==> src/hdl/ascm_pkg.sv <==
package ascm_pkg;

  localparam int MASK_WIDTH        = 8;
  localparam int ROW_WIDTH         = 3;
  localparam int IN_COST_WIDTH     = 16;
  localparam int OUT_COST_WIDTH    = 16;
  localparam int SYMS_WIDTH        = 4;
  localparam int DEF_ALPHABET      = 8;
  localparam int DEF_COST_BITS     = 16;

  localparam logic [OUT_COST_WIDTH-1:0] NO_PAIR_COST = 16'hFFFF;
  localparam logic [SYMS_WIDTH-1:0]     SYMS_RESET   = 4'd8;

  localparam logic OP_WRITE = 1'b0;
  localparam logic OP_QUERY = 1'b1;

  typedef enum logic [1:0] {
    ST_IDLE,
    ST_SCAN,
    ST_DRAIN,
    ST_REPORT
  } ascm_state_t;

  typedef struct packed {
    logic clear;
    logic sample;
  } ascm_acc_ctrl_t;

endpackage

==> src/hdl/ascm_accum.sv <==
module ascm_accum
  import ascm_pkg::*;
#(
  parameter int COST_BITS = DEF_COST_BITS
) (
  input  logic                  clk,
  input  logic                  rst,
  input  ascm_acc_ctrl_t        ctrl,
  input  logic [COST_BITS-1:0]  cost,
  input  logic [MASK_WIDTH-1:0] pair_mask,
  output logic [COST_BITS-1:0]  best,
  output logic [MASK_WIDTH-1:0] median,
  output logic                  any
);

  always_ff @(posedge clk) begin
    if (rst) begin
      any    <= 1'b0;
      median <= '0;
    end else if (ctrl.clear) begin
      any    <= 1'b0;
      median <= '0;
    end else if (ctrl.sample) begin
      if (!any || cost < best) begin
        any    <= 1'b1;
        best   <= cost;
        median <= pair_mask;
      end else if (cost == best) begin
        median <= median | pair_mask;
      end
    end
  end

endmodule

==> src/hdl/ambiguity_set_cost_median_top.sv <==
// Channel   Handshake            Payload
// config    cfg_write            cfg_data (symbols_in_use)
// input     start & !busy        operation, left_set, right_set, entry_row, entry_col, entry_cost
// result    result_valid         min_cost, median_set, no_pair
//
// A write leaves busy low; it produces no result.
// A query scans all NUSE*NUSE table entries (NUSE = min(ALPHABET, 8)), one
// cost memory read per cycle, then passes through ST_DRAIN and ST_REPORT;
// a query with an empty masked set goes straight to ST_REPORT. The single read port sets the scan rate.
// Reset clears the control state and sets symbols_in_use to 8; the table is not cleared.
// The result strobe lasts one cycle and the receiver cannot stall it.
module ambiguity_set_cost_median_top
  import ascm_pkg::*;
#(
  parameter int ALPHABET  = DEF_ALPHABET,
  parameter int COST_BITS = DEF_COST_BITS
) (
  input  logic                      clk,
  input  logic                      rst,
  input  logic                      cfg_write,
  input  logic [SYMS_WIDTH-1:0]     cfg_data,
  input  logic                      start,
  output logic                      busy,
  input  logic                      operation,
  input  logic [MASK_WIDTH-1:0]     left_set,
  input  logic [MASK_WIDTH-1:0]     right_set,
  input  logic [ROW_WIDTH-1:0]      entry_row,
  input  logic [ROW_WIDTH-1:0]      entry_col,
  input  logic [IN_COST_WIDTH-1:0]  entry_cost,
  output logic                      result_valid,
  output logic [OUT_COST_WIDTH-1:0] min_cost,
  output logic [MASK_WIDTH-1:0]     median_set,
  output logic                      no_pair
);

  localparam int NUSE   = (ALPHABET < MASK_WIDTH) ? ALPHABET : MASK_WIDTH;
  localparam int SYM_W  = $clog2(NUSE);
  localparam int DEPTH  = ALPHABET * ALPHABET;
  localparam int ADDR_W = $clog2(DEPTH);
  localparam int CW     = (COST_BITS > OUT_COST_WIDTH) ? COST_BITS : OUT_COST_WIDTH;

  ascm_state_t state, state_next;

  logic [SYMS_WIDTH-1:0] symbols_in_use;
  logic [NUSE-1:0]       keep;
  logic [NUSE-1:0]       lmask_in, rmask_in;
  logic [NUSE-1:0]       lmask, rmask;
  logic [SYM_W-1:0]      scan_i, scan_j;
  logic [SYM_W-1:0]      s_i, s_j;
  logic                  s_valid;
  logic                  accept, wr_en, scan_last;
  logic [ADDR_W-1:0]     wr_addr, rd_addr;
  logic [COST_BITS-1:0]  cost_mem [DEPTH];
  logic [COST_BITS-1:0]  rd_data;
  logic [MASK_WIDTH-1:0] pair_mask;
  logic [COST_BITS-1:0]  best;
  logic [MASK_WIDTH-1:0] median;
  logic                  any;
  logic [CW-1:0]         best_ext;
  ascm_acc_ctrl_t        acc_ctrl;

  assign busy   = (state != ST_IDLE);
  assign accept = start && !busy;

  always_comb begin
    for (int b = 0; b < NUSE; b++) begin
      keep[b] = (SYMS_WIDTH'(b) < symbols_in_use);
    end
  end

  assign lmask_in = left_set[NUSE-1:0] & keep;
  assign rmask_in = right_set[NUSE-1:0] & keep;

  always_ff @(posedge clk) begin
    if (rst) begin
      symbols_in_use <= SYMS_RESET;
    end else if (cfg_write) begin
      symbols_in_use <= cfg_data;
    end
  end

  assign wr_en = accept && (operation == OP_WRITE) &&
                 (32'(entry_row) < ALPHABET) && (32'(entry_col) < ALPHABET);
  assign wr_addr = ADDR_W'(32'(entry_row) * ALPHABET + 32'(entry_col));
  assign rd_addr = ADDR_W'(32'(scan_i) * ALPHABET + 32'(scan_j));

  always_ff @(posedge clk) begin
    if (wr_en) begin
      cost_mem[wr_addr] <= COST_BITS'(entry_cost);
    end
    rd_data <= cost_mem[rd_addr];
  end

  assign scan_last = (scan_i == SYM_W'(NUSE - 1)) && (scan_j == SYM_W'(NUSE - 1));

  always_ff @(posedge clk) begin
    if (rst) begin
      state <= ST_IDLE;
    end else begin
      state <= state_next;
    end
  end

  always_comb begin
    state_next      = state;
    acc_ctrl.clear  = 1'b0;
    acc_ctrl.sample = s_valid && lmask[s_i] && rmask[s_j];
    case (state)
      ST_IDLE: begin
        if (accept && operation == OP_QUERY) begin
          acc_ctrl.clear = 1'b1;
          if (lmask_in == '0 || rmask_in == '0) begin
            state_next = ST_REPORT;
          end else begin
            state_next = ST_SCAN;
          end
        end
      end
      ST_SCAN: begin
        if (scan_last) begin
          state_next = ST_DRAIN;
        end
      end
      ST_DRAIN: begin
        state_next = ST_REPORT;
      end
      ST_REPORT: begin
        state_next = ST_IDLE;
      end
      default: begin
        state_next = ST_IDLE;
      end
    endcase
  end

  always_ff @(posedge clk) begin
    if (accept && operation == OP_QUERY) begin
      lmask  <= lmask_in;
      rmask  <= rmask_in;
      scan_i <= '0;
      scan_j <= '0;
    end else if (state == ST_SCAN) begin
      if (scan_j == SYM_W'(NUSE - 1)) begin
        scan_j <= '0;
        scan_i <= scan_i + 1'b1;
      end else begin
        scan_j <= scan_j + 1'b1;
      end
    end
    s_i <= scan_i;
    s_j <= scan_j;
  end

  always_ff @(posedge clk) begin
    if (rst) begin
      s_valid <= 1'b0;
    end else begin
      s_valid <= (state == ST_SCAN);
    end
  end

  assign pair_mask = (MASK_WIDTH'(1) << s_i) | (MASK_WIDTH'(1) << s_j);

  ascm_accum #(
    .COST_BITS(COST_BITS)
  ) u_accum (
    .clk      (clk),
    .rst      (rst),
    .ctrl     (acc_ctrl),
    .cost     (rd_data),
    .pair_mask(pair_mask),
    .best     (best),
    .median   (median),
    .any      (any)
  );

  assign best_ext = CW'(best);

  always_ff @(posedge clk) begin
    if (rst) begin
      result_valid <= 1'b0;
    end else begin
      result_valid <= (state == ST_REPORT);
    end
    if (state == ST_REPORT) begin
      no_pair    <= !any;
      median_set <= any ? median : '0;
      if (!any || best_ext > CW'(NO_PAIR_COST)) begin
        min_cost <= NO_PAIR_COST;
      end else begin
        min_cost <= best_ext[OUT_COST_WIDTH-1:0];
      end
    end
  end

`ifndef SYNTHESIS
  a_result_after_report: assert property (@(posedge clk) disable iff (rst)
    result_valid |-> $past(state == ST_REPORT))
    else $error("result strobe without report state");

  a_no_pair_values: assert property (@(posedge clk) disable iff (rst)
    (result_valid && no_pair) |-> (min_cost == NO_PAIR_COST && median_set == '0))
    else $error("empty-pair result carries data");

  a_pair_has_median: assert property (@(posedge clk) disable iff (rst)
    (result_valid && !no_pair) |-> ($countones(median_set) >= 1))
    else $error("pair found but median empty");

  a_no_sample_when_quiet: assert property (@(posedge clk) disable iff (rst)
    (state == ST_IDLE || state == ST_REPORT) |-> !s_valid)
    else $error("scan pipeline active outside scan");

  a_scan_ends_in_drain: assert property (@(posedge clk) disable iff (rst)
    (state == ST_SCAN && scan_last) |=> (state == ST_DRAIN))
    else $error("scan did not drain after last pair");
`endif

endmodule

==> config.mk <==
export PLATFORM = sky130hd
export DESIGN_NAME = ambiguity_set_cost_median_top
export DESIGN_NICKNAME = d
export VERILOG_FILES = /design/src/hdl/ascm_pkg.sv /design/src/hdl/ascm_accum.sv /design/src/hdl/ambiguity_set_cost_median_top.sv
export SDC_FILE = /design/constraint.sdc
export NUM_CORES = 1
export LEC_CHECK = 0
export ABC_AREA = 0
export BUFFER_PORTS_ARGS = -buffer_cell sky130_fd_sc_hd__buf_2
export CAP_MARGIN = 20
export CORE_MARGIN = 5
export CORE_UTILIZATION = 50
export CTS_CLUSTER_DIAMETER = 80
export DETAILED_ROUTE_END_ITERATION = 16
export PLACE_DENSITY = 0.68
export SYNTH_ARGS = -nofsm -noshare
export SYNTH_HDL_FRONTEND = slang
export SYNTH_SLANG_ARGS = --single-unit
export TNS_END_PERCENT = 50
==> constraint.sdc <==
create_clock -name clk -period 2.6 [get_ports clk]
set_input_delay 0.52 -clock clk [delete_from_list [all_inputs] [get_ports clk]]
set_output_delay 0.52 -clock clk [all_outputs]
set_load 0.01 [all_outputs]
# Word level (Yosys, flattened, before mapping)
# Memories as Yosys holds them, arrays and structs flattened. A register that Yosys moved wholly into a read port is not among the register bits.
# Cells that the tools add are included.
op_classes:
  n_addsub: 4
  n_lt_le_gt_ge: 12
  n_eq_ne: 8
  shift: 2
  muxes: 15
  bitwise_logic: 7
  reduce_logical: 22
op_table:
  columns: ["cell", "count"]
  rows:
  - ["bitwise AND 8 bit", 2]
  - ["equality test 16 bit", 1]
  - ["> comparator 16 bit (second input constant)", 1]
  - ["zero test 8 bit", 2]
  - ["less-than comparator 16 bit", 1]
  - ["less-than comparator 3 x 4 -> 1 bit (first input constant)", 4]
  - ["2-to-1 mux 8 bit", 2]
  - ["bitwise OR 8 bit", 2]
  - ["left shift 1 x 3 -> 8 bit (first input constant)", 2]
  - ["adder 6 x 3 -> 6 bit", 2]
  - ["less-than comparator 1 x 4 -> 1 bit (first input constant)", 2]
  - ["less-than comparator 2 x 4 -> 1 bit (first input constant)", 2]
  - ["less-than comparator 3 x 4 -> 1 bit (second input constant)", 2]
  - ["one-hot mux 2 bit (4 select lines)", 1]
  - ["AND reduction 2 bit", 4]
  - ["adder 3 x 1 -> 3 bit (second input constant)", 2]
  - ["binary-select mux 1 bit (select 3 bit)", 2]
  - ["equality test 3 bit (second input constant)", 2]
  - ["logical AND 1 bit", 6]
  - ["2-to-1 mux 1 bit", 6]
  - ["2-to-1 mux 2 bit", 3]
  - ["equality test 2 bit (second input constant)", 2]
  - ["!= test 2 bit (second input constant)", 2]
  - ["AND reduction 4 bit", 1]
  - ["8 further kinds", 14]
word_totals:
  register_bits: 86
  ram_bits: 1024
  in_bits: 47
  wordCells: 87
  mem_count: 1
mem_list:
  columns: ["name", "words", "word_bits", "read_ports", "rd_clocked_by_memory_dff", "wr", "line", "text"]
  rows:
  - ["cost_mem", 64, 16, 1, 1, 1, "ambiguity_set_cost_median_top.sv:53", "logic [COST_BITS-1:0] cost_mem [DEPTH];"]

# Longest topological paths before layout
logic_depth:
  word_depth: 8
  mapped_depth: 9
  mapped_depth_nobuf: 8

# Modules after synthesis
# From an unflattened synthesis, not the netlist that was laid out.
unflattened:
  cells_unflattened: 2064
  area_unflattened_um2: 43581.8
by_module_without_submodules:
  columns: ["mod", "instances", "cells_each", "area_each_um2", "seq_area_each_um2"]
  rows:
  - ["ambiguity_set_cost_median_top", 1, 1958, 42331.8, 32701.4]
  - ["ascm_accum", 1, 106, 1249.9, 660.6]

# Worst setup path before layout
# Ideal clock, no wire load.
synth_timing:
  path_kind: "register to register"
  from: "reg state[0]"
  to: "reg u_accum.best[0], enable pin"
  setup_time_ps: 374
  t_arrival_ps: 2179
  slack_ps: 47
  stages_incl_launch_ff: 8
  path_buffers: 2
  synth_period_minus_slack_ps: 2553
  path_cell_list: "dfxtp_1 inv_1 ha_1 and3_1 clkbuf_1 nor2_1 clkbuf_1 and2_1"
synth_between:
  elab_chain_len: 8
synth_lines:
  columns: ["element", "line", "text"]
  rows:
  - ["from (decl)", "ambiguity_set_cost_median_top.sv:42", "ascm_state_t state, state_next;"]
  - ["from (signal assigned)", "ambiguity_set_cost_median_top.sv:100", "state <= state_next;"]
  - ["nonzero test 2 bit", "ambiguity_set_cost_median_top.sv:62", "assign busy = (state != ST_IDLE);"]
  - ["zero test 1 bit", "ambiguity_set_cost_median_top.sv:63", "assign accept = start && !busy;"]
  - ["logical AND 1 bit", "ambiguity_set_cost_median_top.sv:63", null]
  - ["logical AND 1 bit", "ambiguity_set_cost_median_top.sv:110", "if (accept && operation == OP_QUERY) begin"]
  - ["2-to-1 mux 1 bit", "ambiguity_set_cost_median_top.sv:110", null]
  - ["2-to-1 mux 1 bit *", "ambiguity_set_cost_median_top.sv:108", "case (state)"]
  - ["inverter 1 bit (no line) *", null, null]
  - ["AND reduction 4 bit (no line) *", null, null]
  - ["to (signal assigned)", "ascm_accum.sv:26", "best <= cost;"]
  - ["to (decl)", "ascm_accum.sv:11", "output logic [COST_BITS-1:0] best,"]
# Every way passes the cells marked *; elsewhere a longest branch is shown, timed or not.
# A chain may end at the register's enable or synchronous reset.

# Worst setup path in the final report
layout_timing:
  from: "reg scan_j[0]"
  to: "reg rd_data[9], read port of cost_mem"
layout_between:
  elab_chain_len: 1
layout_lines:
  columns: ["element", "line", "text"]
  rows:
  - ["from (decl)", "ambiguity_set_cost_median_top.sv:48", "logic [SYM_W-1:0] scan_i, scan_j;"]
  - ["from (signal assigned)", "ambiguity_set_cost_median_top.sv:147", "scan_j <= scan_j + 1'b1;"]
  - ["adder 6 x 3 -> 6 bit", "ambiguity_set_cost_median_top.sv:85", "assign rd_addr = ADDR_W'(32'(scan_i) * ALPHABET + 32'(scan_j));"]
  - ["to (decl)", "ambiguity_set_cost_median_top.sv:54", "logic [COST_BITS-1:0] rd_data;"]
# Every way passes these cells.

==> flow_summary.toml <==
[status]
status = "finished with violations"
violations = "setup timing"

[layout]
num_antenna_cells = 0
num-nets-final = 2292
syn_to_final_growth_pct = 16.1
fin_area_mm2 = 0.0504
drive_above_1_share = 0.314
layout.cells.non_filler = 3468
fill_cells = 6122

[placed_design]
place_hpwl_um = 59300
dpl-instance-area_mm2 = 0.0468
port_buffers = 73
post-place-ws_ns = -0.365
dp.cells = 3265
routabilityCongestion = 0.828

[worst_setup_path]
worstPathRequired_ns = 3.13
r2r_slack_ns = -0.003
r2r_cells = 7
rr_endpoint = "rd_data[9]"
setup.worst_path.class = "flip-flop to flip-flop"
start_kind = "flip-flop"
arrival_ns = 3.13
regToRegStartpoint = "scan_j[0]"
critPathCaptureType = "flip-flop"
cp_max_fo = 18

[timing]
hold_viol_final = 0
maxSlewViolCount = 0
worstMarginPinSlew_ns = 0.966
finalCritPeriodShare = 1.00
setup_ws_ns = -0.00270
rsz0062_at_grt = "true"
fin_skew_ns = 0.0297
max_freq_mhz = 384
tns_ns = -0.00270
maxSlewHeadroom = 0.356
period_minus_slack_ns = 2.60
finalSetupViolations = 1

[cts]
path_clk_slew_ns = 0.06
cts_tree = "built"
numCtsBuffers = 107
cts-htree-levels = 3
cts_root_buffer = "clkbuf_16"
insertion_delay_ns = 0.67
clock_path_buffers = 3
cts_sinks = 1126

[yosys]
synth_edf_count = 1081
yosysMostFrequentCell = "edfxtp_1"
synthCells = 1989
synth_top_area_frac = 0.747
synthTopCellsByCount = "edfxtp_1 (1,081), mux4_2 (300), nor2_1 (94), nand2_1 (62), mux2i_1 (54)"
postSynthAreaPerCell_um2 = 21.8
seq_area_frac_synth = 0.768
ys_top_cells_by_area = "edfxtp_1 (75%), mux4_2 (16%), dfxtp_1 (2.1%), mux2i_1 (1.2%), nor2_1 (0.81%)"
synth.cell_area_mm2 = 0.0434
ys_ff_latch = 1126
ys_async_sr_fraction = 0
syn-num-nets = 2061
synth_cell_types = 48
synth_ff_type = "edfxtp_1"
synth_largest_area_cell = "edfxtp_1"
synth_warnings = 0

[detailed_routing]
antenna_left = 0
vias = 20900
vias_per_cell = 6.04
wirelength_um = 97900
drtIter0Drc = 2288
dr.pass1.iters = 5
post_drt_wl_per_cell_um = 28.2
drc = 0

[power]
combPwrFrac = 0.208
switching_share = 0.252
p_int_uw = 34000
p_leak_uw = 0.0159
clkPwrFrac = 0.340
power_switching_uw = 11400
seqPwrFrac = 0.452
powerDensity_mw_per_mm2 = 901
ir_worst_vdd_mv = 0.498

[global_route]
grt_max_degree = 65
track_usage = 0.212
grt_first_pass_wirelength_um = 145000
antenna_found_initial = 2
overflow = 0
grt_pass1_vias = 21500

[min_path]
holdCritPathClass = "input pin to flip-flop"
hold_start = "cfg_data[3]"
hold_depth = 2
holdPathEnd = "symbols_in_use[3]"

[floorplan]
dieArea_mm2 = 0.0928
chipWidth_um = 305
initial_core_util = 0.502
ios = 74
fp.dieH_um = 305
num_rows = 108
core_area_mm2 = 0.0865

[flow_run]
maxCapViolCount = 0
-- flip-flops by register name (all words and copies together) (netlist names), 4 cells and up --
register / flops
cost_mem: 1024
rmask: 8
rd_data: 16
symbols_in_use: 4
lmask: 8
u_accum.best: 16
median_set: 8
u_accum.median: 8
min_cost: 16
-- how the worst max path moves through the flow --
stage	start	endpoint	slack (ns)	depth (start not counted)
2_1_floorplan	state[0]	u_accum.best[0]	0.05	7
3_3_place_gp	rd_data[11]	u_accum.best[14]	-0.20	8
3_5_place_dp	rd_data[11]	u_accum.best[12]	-0.36	8
4_1_cts	state[0]	cost_mem[5][7]	-0.04	7
5_1_grt	scan_j[0]	rd_data[3]	-0.05	7
6_report	scan_j[0]	rd_data[9]	-0.003	7
-- final cells by class --
class | count | area, µm² | area share
flip-flops and latches | 1126 | 33400 | 0.662
repair buffers | 232 | 2460 | 0.0488
inverters | 32 | 120 | 0.00238
well taps | 1155 | 1450 | 0.0287
multi-input cells | 721 | 9490 | 0.188
clock buffers | 132 | 2840 | 0.0564
clock inverters | 70 | 669 | 0.0133
-- timing repair --
action | in CTS | in global routing
pin swaps | 1 | 2
gates resized for setup | 5 | 15
setup endpoints to repair | 264 | 812
setup buffers | 1 | 0
hold buffers | 0 | 0
-- cells by family after synthesis --
family                   Yosys count  synth area share
AO/OA/AOI/OAI                    110            0.0175
multiplexers                     355             0.168
AND/OR/NAND/NOR                  230            0.0239
flip-flops                      1126             0.768
adder cells (fa/ha/maj)           25           0.00720
XOR/XNOR                           1          0.000202
buffers and inverters            142            0.0147
-- through the flow --
stage / hold slack, ns / power (µW) / utilization
finish: 0.0705 / 45400 / 0.583
global route: 0.0520 / 47200 / 0.583
CTS: 0.0337 / 45700 / 0.582
detailed placement: 0.425 / 30300 / 0.541
global placement: 0.422 / 30200 / 0.541
floorplan: 0.352 / 27200 / -
-- routing by layer --
| layer | routed length [µm] | vias to the layer above | global-route usage |
|---|---|---|---|
| met5 | 19 | - | 0 |
| met4 | 2740 | 4 | 0.0622 |
| met3 | 7900 | 144 | 0.0410 |
| met2 | 47100 | 882 | 0.332 |
| met1 | 40100 | 11200 | 0.310 |
| li1 | - | 8749 | - |
-- power by group through the flow --
stage	clock network [µW]	registers, µW	logic, µW
after global placement	0	20900	9250
after global routing	16600	20600	10100
after floorplan	0	20700	6500
after detailed placement	0	21000	9380
after CTS	15700	20500	9520
final	15400	20500	9450
-- worst max-delay path, stage by stage, from the launching register on --
cell and delay (ns):
dfxtp_4 0.40, buf_12 0.16, buf_12 0.20, mux4_2 0.53, mux4_2 0.48, inv_1 0.13, a21oi_1 0.19, a221o_1 0.34
-- cell usage in the layout, fill, tap and decap left out, types with 3 or more instances in the layout --
| master | Yosys | layout |
|---|---|---|
| o32ai_1 | 6 | 6 |
| dfxtp_1 | 45 | 40 |
| buf_2 | 26 | 73 |
| nand2_1 | 62 | 58 |
| nand4_1 | 3 | 3 |
| edfxtp_1 | 1081 | 1081 |
| o21ai_0 | 5 | 5 |
| nand3b_1 | 3 | 3 |
| mux4_2 | 300 | 300 |
| nor2_1 | 94 | 94 |
| clkbuf_8 | 0 | 5 |
| dfxtp_4 | 0 | 3 |
| a22oi_1 | 33 | 32 |
| buf_12 | 0 | 70 |
| nand3_1 | 16 | 13 |
| a21oi_1 | 30 | 30 |
| a221o_1 | 8 | 8 |
| clkinv_4 | 0 | 3 |
| and2_1 | 12 | 11 |
| bufinv_16 | 0 | 11 |
| clkbuf_16 | 0 | 108 |
| nor3_1 | 5 | 4 |
| clkinv_1 | 0 | 14 |
| inv_1 | 32 | 32 |
| nand3_2 | 0 | 3 |
| nand2_2 | 0 | 4 |
| clkinvlp_4 | 0 | 5 |
| ha_1 | 25 | 25 |
| buf_4 | 13 | 87 |
| clkbuf_1 | 53 | 19 |
| o21a_1 | 5 | 5 |
| mux2i_1 | 54 | 52 |
| inv_6 | 0 | 7 |
| o22ai_1 | 9 | 9 |
| clkinv_2 | 0 | 29 |
| nor2b_1 | 22 | 22 |
Power figures use the tool's default switching activity.
